File: src/hw/rtl/osil_pkg.sv
// Shared types, constants and decode functions for the operator/string/integer lexer.
`timescale 1ns / 1ps

package osil_pkg;

  // Width of the internal byte position counter
  localparam int POS_WIDTH = 16;
  // Width of the position fields on the result channel
  localparam int POS_OUT_W = 16;
  localparam logic [POS_WIDTH-1:0] POS_MAX = {POS_WIDTH{1'b1}};

  // Result queue depth and derived widths
  localparam int QDEPTH = 4;
  localparam int QPTR_W = $clog2(QDEPTH);
  localparam int QCNT_W = $clog2(QDEPTH + 1);

  // Byte codes used by the scanner
  localparam logic [7:0] CH_QUOTE = 8'h22;
  localparam logic [7:0] CH_EQ    = 8'h3D;
  localparam logic [7:0] CH_ZERO  = 8'h30;
  localparam logic [7:0] CH_NINE  = 8'h39;

  // Token kinds
  localparam logic [4:0] KIND_STRING = 5'd0;
  localparam logic [4:0] KIND_INT    = 5'd1;
  localparam logic [4:0] KIND_NONE   = 5'd0;

  // Scanner mode, one-hot
  typedef enum logic [3:0] {
    MODE_IDLE = 4'b0001,
    MODE_OP   = 4'b0010,
    MODE_STR  = 4'b0100,
    MODE_NUM  = 4'b1000
  } mode_t;

  // One result item
  typedef struct packed {
    logic [4:0]           kind;
    logic [POS_OUT_W-1:0] start_pos;
    logic [POS_OUT_W-1:0] end_pos;
    logic                 error;
    logic                 final_res;
  } res_t;

  // Results produced by one accepted byte
  typedef struct packed {
    logic [1:0] num;
    res_t       r0;
    res_t       r1;
  } push_t;

  // Kind of a single-character operator, KIND_NONE if not an operator
  function automatic logic [4:0] single_kind(input logic [7:0] c);
    logic [4:0] k;
    case (c)
      8'h2B:   k = 5'd2;   // +
      8'h2D:   k = 5'd3;   // -
      8'h2F:   k = 5'd4;   // /
      8'h2A:   k = 5'd5;   // *
      8'h25:   k = 5'd6;   // %
      8'h3D:   k = 5'd7;   // =
      8'h3E:   k = 5'd8;   // >
      8'h3C:   k = 5'd9;   // <
      8'h21:   k = 5'd10;  // !
      8'h28:   k = 5'd11;  // (
      8'h29:   k = 5'd12;  // )
      8'h5B:   k = 5'd13;  // [
      8'h5D:   k = 5'd14;  // ]
      8'h7B:   k = 5'd15;  // {
      8'h7D:   k = 5'd16;  // }
      8'h0A:   k = 5'd17;  // newline
      default: k = KIND_NONE;
    endcase
    return k;
  endfunction

  // Kind of c followed by '=', KIND_NONE if c cannot open a pair
  function automatic logic [4:0] pair_kind(input logic [7:0] c);
    logic [4:0] k;
    case (c)
      8'h2B:   k = 5'd18;  // +=
      8'h2D:   k = 5'd19;  // -=
      8'h3E:   k = 5'd20;  // >=
      8'h3C:   k = 5'd21;  // <=
      8'h2F:   k = 5'd22;  // /=
      8'h2A:   k = 5'd23;  // *=
      default: k = KIND_NONE;
    endcase
    return k;
  endfunction

  function automatic logic is_digit(input logic [7:0] c);
    return (c >= CH_ZERO) && (c <= CH_NINE);
  endfunction

  // Position counter value to output field: truncate or zero-extend
  function automatic logic [POS_OUT_W-1:0] to_field(input logic [POS_WIDTH-1:0] p);
    logic [POS_WIDTH+POS_OUT_W-1:0] ext;
    ext = {{POS_OUT_W{1'b0}}, p};
    return ext[POS_OUT_W-1:0];
  endfunction

endpackage

File: src/hw/rtl/osil_core.sv
// Scanner state registers and per-byte token decode.
`timescale 1ns / 1ps

module osil_core
  import osil_pkg::*;
(
  input  logic       clk,
  input  logic       rst_n,
  input  logic       fire,
  input  logic [7:0] ch,
  input  logic       last_char,
  output push_t      push
);

  logic [POS_WIDTH-1:0] pos_r, pos_nxt;
  logic [POS_WIDTH-1:0] tstart_r, tstart_nxt;
  logic [7:0]           held_r, held_nxt;
  mode_t                mode_r, mode_nxt;

  // Candidate results: from the open token, from the idle handler, from end of input
  res_t                 e1, e2, e3;
  logic                 v1, v2, v3;
  logic                 run_idle;
  mode_t                mode_mid;
  logic [POS_WIDTH-1:0] tstart_mid;
  logic [7:0]           held_mid;
  logic [POS_WIDTH-1:0] num_end;
  logic [4:0]           sk;

  // Byte decode
  always_comb begin
    e1         = '0;
    e2         = '0;
    e3         = '0;
    v1         = 1'b0;
    v2         = 1'b0;
    v3         = 1'b0;
    run_idle   = 1'b0;
    mode_mid   = mode_r;
    tstart_mid = tstart_r;
    held_mid   = held_r;
    num_end    = (pos_r > tstart_r) ? pos_r - 1'b1 : tstart_r;
    sk         = single_kind(ch);

    // Open token
    case (mode_r)
      MODE_OP: begin
        v1           = 1'b1;
        e1.start_pos = to_field(tstart_r);
        mode_mid     = MODE_IDLE;
        if (ch == CH_EQ) begin
          e1.kind    = pair_kind(held_r);
          e1.end_pos = to_field(pos_r);
        end else begin
          e1.kind    = single_kind(held_r);
          e1.end_pos = to_field(tstart_r);
          run_idle   = 1'b1;
        end
      end
      MODE_STR: begin
        if (ch == CH_QUOTE) begin
          v1           = 1'b1;
          e1.kind      = KIND_STRING;
          e1.start_pos = to_field(tstart_r);
          e1.end_pos   = to_field(pos_r);
          mode_mid     = MODE_IDLE;
        end
      end
      MODE_NUM: begin
        if (!is_digit(ch)) begin
          v1           = 1'b1;
          e1.kind      = KIND_INT;
          e1.start_pos = to_field(tstart_r);
          e1.end_pos   = to_field(num_end);
          mode_mid     = MODE_IDLE;
          run_idle     = 1'b1;
        end
      end
      default: run_idle = 1'b1;
    endcase

    // Idle handling of the byte
    if (run_idle) begin
      if (ch == CH_QUOTE) begin
        mode_mid   = MODE_STR;
        tstart_mid = pos_r;
      end else if (is_digit(ch)) begin
        mode_mid   = MODE_NUM;
        tstart_mid = pos_r;
      end else if (pair_kind(ch) != KIND_NONE) begin
        mode_mid   = MODE_OP;
        held_mid   = ch;
        tstart_mid = pos_r;
      end else if (sk != KIND_NONE) begin
        v2           = 1'b1;
        e2.kind      = sk;
        e2.start_pos = to_field(pos_r);
        e2.end_pos   = to_field(pos_r);
      end
    end

    // End of input flushes the open token
    if (last_char) begin
      case (mode_mid)
        MODE_OP: begin
          v3           = 1'b1;
          e3.kind      = single_kind(held_mid);
          e3.start_pos = to_field(tstart_mid);
          e3.end_pos   = to_field(tstart_mid);
        end
        MODE_NUM: begin
          v3           = 1'b1;
          e3.kind      = KIND_INT;
          e3.start_pos = to_field(tstart_mid);
          e3.end_pos   = to_field(pos_r);
        end
        MODE_STR: begin
          v3       = 1'b1;
          e3.error = 1'b1;
        end
        default: v3 = 1'b0;
      endcase
    end
  end

  // Pack candidates into up to two results; idle and flush results exclude each other
  always_comb begin
    push = '0;
    if (v1) begin
      push.r0 = e1;
      if (v2) begin
        push.r1  = e2;
        push.num = 2'd2;
      end else if (v3) begin
        push.r1  = e3;
        push.num = 2'd2;
      end else begin
        push.num = 2'd1;
      end
    end else if (v2) begin
      push.r0  = e2;
      push.num = 2'd1;
    end else if (v3) begin
      push.r0  = e3;
      push.num = 2'd1;
    end
    if (push.num == 2'd2) begin
      push.r1.final_res = 1'b1;
    end else if (push.num == 2'd1) begin
      push.r0.final_res = 1'b1;
    end
    if (!fire) begin
      push.num = 2'd0;
    end
  end

  // Next state
  always_comb begin
    pos_nxt    = pos_r;
    tstart_nxt = tstart_r;
    held_nxt   = held_r;
    mode_nxt   = mode_r;
    if (fire) begin
      if (last_char) begin
        pos_nxt    = '0;
        tstart_nxt = '0;
        held_nxt   = '0;
        mode_nxt   = MODE_IDLE;
      end else begin
        pos_nxt    = (pos_r == POS_MAX) ? pos_r : pos_r + 1'b1;
        tstart_nxt = tstart_mid;
        held_nxt   = held_mid;
        mode_nxt   = mode_mid;
      end
    end
  end

  always_ff @(posedge clk) begin
    if (!rst_n) begin
      pos_r    <= '0;
      tstart_r <= '0;
      held_r   <= '0;
      mode_r   <= MODE_IDLE;
    end else begin
      pos_r    <= pos_nxt;
      tstart_r <= tstart_nxt;
      held_r   <= held_nxt;
      mode_r   <= mode_nxt;
    end
  end

endmodule

File: src/hw/rtl/osil_outq.sv
// Small result queue: takes up to two results per cycle, hands out one.
`timescale 1ns / 1ps

module osil_outq
  import osil_pkg::*;
(
  input  logic  clk,
  input  logic  rst_n,
  input  push_t push,
  output logic  room,
  output logic  valid,
  input  logic  pop,
  output res_t  head
);

  res_t              q_r [QDEPTH];
  logic [QPTR_W-1:0] wr_r, wr_nxt;
  logic [QPTR_W-1:0] rd_r, rd_nxt;
  logic [QCNT_W-1:0] cnt_r, cnt_nxt;
  logic              do_pop;
  logic [QPTR_W-1:0] wr_p1;

  assign valid  = (cnt_r != '0);
  assign head   = q_r[rd_r];
  assign do_pop = pop && valid;
  // Room for the worst case of two results
  assign room   = (cnt_r <= QCNT_W'(QDEPTH - 2));
  assign wr_p1  = wr_r + 1'b1;

  // Pointers and fill count
  always_comb begin
    wr_nxt  = wr_r + QPTR_W'(push.num);
    rd_nxt  = do_pop ? rd_r + 1'b1 : rd_r;
    cnt_nxt = cnt_r + QCNT_W'(push.num) - QCNT_W'(do_pop);
  end

  always_ff @(posedge clk) begin
    if (!rst_n) begin
      wr_r  <= '0;
      rd_r  <= '0;
      cnt_r <= '0;
    end else begin
      wr_r  <= wr_nxt;
      rd_r  <= rd_nxt;
      cnt_r <= cnt_nxt;
    end
  end

  // Entry storage
  always_ff @(posedge clk) begin
    if (push.num != 2'd0) begin
      q_r[wr_r] <= push.r0;
    end
    if (push.num == 2'd2) begin
      q_r[wr_p1] <= push.r1;
    end
  end

endmodule

File: src/hw/rtl/operator_string_integer_lexer.sv
// Top level of the operator, string and integer lexer.
//
//   Channel | Ports              | Contents
//   --------+--------------------+-----------------------------------------------
//   input   | in_tvalid/tready   | tdata: ch[7:0]; tlast: last_char
//   result  | out_tvalid/tready  | tdata: start_pos[15:0], end_pos[31:16];
//           |                    | tuser: token_kind[4:0], error[5]; tlast: final_res
//
// One byte is taken per cycle while the queue has room; its results are in the queue
// the cycle after. A byte may yield two results while the queue drains one per cycle,
// so bytes that give two results hold back the input on a free-running output.
// in_tready drops when the four-entry result queue lacks room for two results.
// Reset (synchronous, rst_n low) clears position, mode and the queue; no clearing pass.
`timescale 1ns / 1ps

module operator_string_integer_lexer
  import osil_pkg::*;
(
  input  logic        clk,
  input  logic        rst_n,
  input  logic        in_tvalid,
  output logic        in_tready,
  input  logic [7:0]  in_tdata,   // [7:0] ch
  input  logic        in_tlast,   // last_char
  output logic        out_tvalid,
  input  logic        out_tready,
  output logic [31:0] out_tdata,  // [15:0] start_pos, [31:16] end_pos
  output logic [5:0]  out_tuser,  // [4:0] token_kind, [5] error
  output logic        out_tlast   // final_res
);

  logic  fire;
  push_t push;
  res_t  head;
  logic  room;

  assign fire      = in_tvalid && in_tready;
  assign in_tready = room;

  osil_core u_core (
    .clk       (clk),
    .rst_n     (rst_n),
    .fire      (fire),
    .ch        (in_tdata),
    .last_char (in_tlast),
    .push      (push)
  );

  osil_outq u_outq (
    .clk   (clk),
    .rst_n (rst_n),
    .push  (push),
    .room  (room),
    .valid (out_tvalid),
    .pop   (out_tready),
    .head  (head)
  );

  // Result packing
  assign out_tdata = {head.end_pos, head.start_pos};
  assign out_tuser = {head.error, head.kind};
  assign out_tlast = head.final_res;

endmodule

File: config.mk
export PLATFORM = sky130hd
export DESIGN_NAME = operator_string_integer_lexer
export DESIGN_NICKNAME = d
export VERILOG_FILES = /design/src/hw/rtl/osil_pkg.sv /design/src/hw/rtl/osil_core.sv /design/src/hw/rtl/osil_outq.sv /design/src/hw/rtl/operator_string_integer_lexer.sv
export SDC_FILE = /design/constraint.sdc
export NUM_CORES = 1
export LEC_CHECK = 0
export BUFFER_PORTS_ARGS = -buffer_cell sky130_fd_sc_hd__buf_2
export CAP_MARGIN = 25
export CORE_MARGIN = 5
export CORE_UTILIZATION = 64
export CTS_CLUSTER_SIZE = 12
export DETAILED_ROUTE_END_ITERATION = 7
export PLACE_DENSITY = 0.78
export RECOVER_POWER = 100
export REMOVE_ABC_BUFFERS = 1
export SETUP_SLACK_MARGIN = 0.15
export SLEW_MARGIN = 20
export SYNTH_ARGS = -nofsm -noshare
export SYNTH_HDL_FRONTEND = slang
export SYNTH_SLANG_ARGS = --single-unit
File: constraint.sdc
create_clock -name clk -period 17.8 [get_ports clk]
set_input_delay 0.89 -clock clk [delete_from_list [all_inputs] [get_ports clk]]
set_output_delay 0.89 -clock clk [all_outputs]
set_load 0.01 [all_outputs]
==> results by group <==
Run status
  – Run status: complete, but fails checks
  – Failing checks: capacitance limit, slew limit

Synth
  – Synth unique cells: 90
  – Synth Area in XOR/XNOR: 0.0149
  – Multiplexer share of the synthesized area: 0.141
  – Largest family of logic cells by synthesized area: compound AO/OA/AOI/OAI gates
  – Post-synth EDFFs: 156
  – Post-Synthesis Cells: roughly 1100
  – Synthesis Warnings: 0
  – Synth Flop Type: edfxtp_1
  – Simple-gate share of the synthesized area: 0.138
  – Mapped Area: 12400 sq um
  – Adder-cell share of the synthesized area: 0.0247
  – Post-synthesis compound-gate area fraction: 0.176
  – FFs w/ async S/R, synth: 0
  – Mapped Avg Cell Area: roughly 11 sq um
  – Seq/Total Area, Yosys: 0.464
  – #FFs+latches synth: 209

Layout
  – Commonest non-fill, non-tap cell in the layout: edfxtp_1
  – Layout area overhead: 7.51%
  – Most frequent cells in the layout: edfxtp_1, nor2_1, nand2_1
  – Post-layout util: 0.704
  – NumNets Final: 1162
  – Layout cells sized above 1: 0.128
  – # diodes: 0
  – Post-route cell area: 13300 sq um

Global routing
  – Largest net degree at the start of global routing: 40
  – First-pass GRT wire length: about 53000 microns
  – Initial antenna violation count: 0
  – Congestion Overflow GR: 0
  – Global-route usage over all layers: 0.304
  – Vias in the first global route: 9254

Worst setup path
  – WP buf/inv: 3
  – Cell mode on critical path: clkbuf_1
  – CP max FO: 30
  – Worst path slowest cell: a21oi_1
  – CP arrival: between 7 and 8 ns
  – Crit. path cell count: 12
  – Worst Setup End Kind: flop
  – Crit start category: input pin
  – Slowest stage delay, CP: around 1.7 ns
  – CP delay by family, top: compound AO/OA/AOI/OAI gates
  – CP cell instances: clkbuf_1 -> nor3b_1 -> a31oi_1 -> a311o_1 -> clkbuf_1 -> nor3_1 -> or2_0 -> a21oi_1 -> nand2_1 -> nand4_1 -> a21oi_1 -> clkbuf_1
  – R2R cell count: 11
  – CP required: ~18 ns
  – Critical path type: in2reg
  – FF-to-FF setup slack: approximately 11 ns

Timing
  – RSZ-0062 raised after global routing: false
  – # setup viols final: 0
  – Least-Margin Pin Slew: ~3.4 ns
  – Final Max Slew Viols: between 150 and 200
  – Worst-case clock skew: 0.0131 ns
  – Setup WS post-layout: about 10 ns
  – Final hold violation count: 0
  – Final worst-path cycle share: 0.413
  – Setup TNS: 0 ns
  – Fmax achieved: roughly 140 MHz
  – Fin crit period: about 7.3 ns
  – Max_slew headroom: -1.27

Placed design
  – PortBufs: between 50 and 60
  – HPWL after DPL: around 23000 microns
  – Routability cong.: just under 1
  – Pre-CTS setup slack: about 13 ns
  – DP Area: roughly 13000 sq um

Die
  – I/O Pins: 54
  – Die width: around 150 microns
  – Die Y: ~150 microns
  – Core footprint: between 15000 and 20000 sq um
  – # rows: 50
  – Starting Density: 0.655
  – Die ar.: approximately 22000 sq um

Drt
  – Via-to-Cell Ratio: just under 7
  – Wire length per cell: between 20 and 25 microns
  – DR vias: around 9700
  – Iteration-0 DRC count of the detailed router: between 1000 and 1500
  – DRT Pass-1 Iters: 8
  – Drt total wl: about 34000 microns
  – DRT antenna net count: 0
  – Residual DRC: 0

Clocking
  – H-tree depth: 1
  – Worst-path clk slew: 0.06 ns
  – CTS root buffer: clkbuf_16
  – Hold Buf Count CTS: 0
  – Num CTS Buffers: 24
  – Post-CTS setup repair buffer count: 0
  – Post-CTS resize count: 0
  – Later-pin clock latency in the skew report: between 0.5 and 0.6 ns
  – CTS Buffer Depth: 3
  – Clock Sinks: between 200 and 250
  – CTS tree: yes

Power and ir drop
  – Leakage: roughly 4.6 nW
  – Clock power share: 0.383
  – Switching portion of total power: 0.267
  – Logic pwr share: 0.182
  – P_int: 0.902 mW
  – Pwr dens: 92.5 nW/um^2
  – Sequential Power Share: 0.435
  – Switch Pwr: around 0.33 mW
  – Worst vdd ir: a little under 0.07 mV

Hold path
  – Hold WC Path Type: reg2reg
  – Min-Delay Path Depth: 1

Job
  – Max Cap Viol: 9
## stage by stage
step | power, mW | hold WS, ns | std cells
floorplan | 0.698 | 0.474 | 1033
global placement | 0.770 | 0.486 | 1357
detailed placement | 0.774 | 0.492 | 1358
CTS | 1.24 | 0.500 | 1402
global route | 1.28 | 0.534 | 1404
finish | 1.23 | 0.497 | 1404
## power groups by stage
| stage | combinational [mW] | sequential, mW | clock (mW) |
|---|---|---|---|
| after global placement | 0.221 | 0.549 | 0 |
| after global routing | 0.244 | 0.537 | 0.498 |
| after floorplan | 0.136 | 0.563 | 0 |
| after detailed placement | 0.225 | 0.549 | 0 |
| final | 0.224 | 0.536 | 0.471 |
| after CTS | 0.226 | 0.539 | 0.474 |
## synthesized netlist by cell type, types with 6 or more instances
library cell	instances	area [sq um]
inv_1	38	143
nor2b_1	34	213
buf_2	18	90.1
o2bb2ai_1	24	210
a22oi_1	28	210
edfxtp_1	156	4680
a22o_1	37	324
nand4_1	9	56.3
mux2i_1	41	410
nor4_1	7	43.8
dfxtp_1	53	1060
o21ai_0	40	200
a21oi_1	34	170
o31ai_1	12	90.1
and2_1	18	113
or3_1	13	81.3
ha_1	22	275
nand3_1	27	135
buf_1	6	22.5
o21a_1	6	45.0
o22ai_1	26	163
nor3_1	25	125
mux4_2	39	878
o21ai_1	8	40.0
a31oi_1	14	87.6
mux2_2	36	405
xnor2_1	17	149
and3_1	17	106
nor2_1	69	259
clkbuf_1	51	191
nand2_1	66	248
a21o_1	8	60.1
nand2b_1	7	43.8
a32oi_1	7	61.3
## layout make-up
class | instances | area, sq um
well taps | 260 | 325
repair buffers | 67 | 309
clock buffers | 35 | 662
fillers | 1439 | 5580
clock inverters | 9 | 92.6
multi-input cells | 785 | 6020
flip-flops and latches | 209 | 5750
inverters | 39 | 148
## state kept, by name, indices dropped and copies added, names as in the netlist, named ones only
name	count
u_core.held_r	8
u_core.mode_r	4
u_core.pos_r	16
u_core.tstart_r	16
u_outq.cnt_r	3
u_outq.q_r	156
u_outq.rd_r	2
u_outq.wr_r	2
## layer usage
metal,global-route usage,wire (microns)
met2,0.469,15600
met3,0.0741,3720
met5,0,0
met4,0.0865,909
met1,0.433,13700
## logic make-up after synthesis
logic type | Yosys count
xor gates and xnor gates | 21
and+or+nand+nor | 324
DFF | 209
muxes | 120
adders and majority gates | 24
buffers and inverters | 120
AOI/OAI and AO/OA | 296
## path summary, 6_finish.rpt
path,startpoint,end
worst min-delay path,u_core.held_r[6],u_core.held_r[6]
worst max register to register,u_core.mode_r[3],u_outq.q_r[2][12]
worst min register to register,u_core.held_r[6],u_core.held_r[6]
worst max-delay path,in_tdata[6],u_outq.q_r[0][28]
Note: power is estimated with default switching activity, not from simulation.
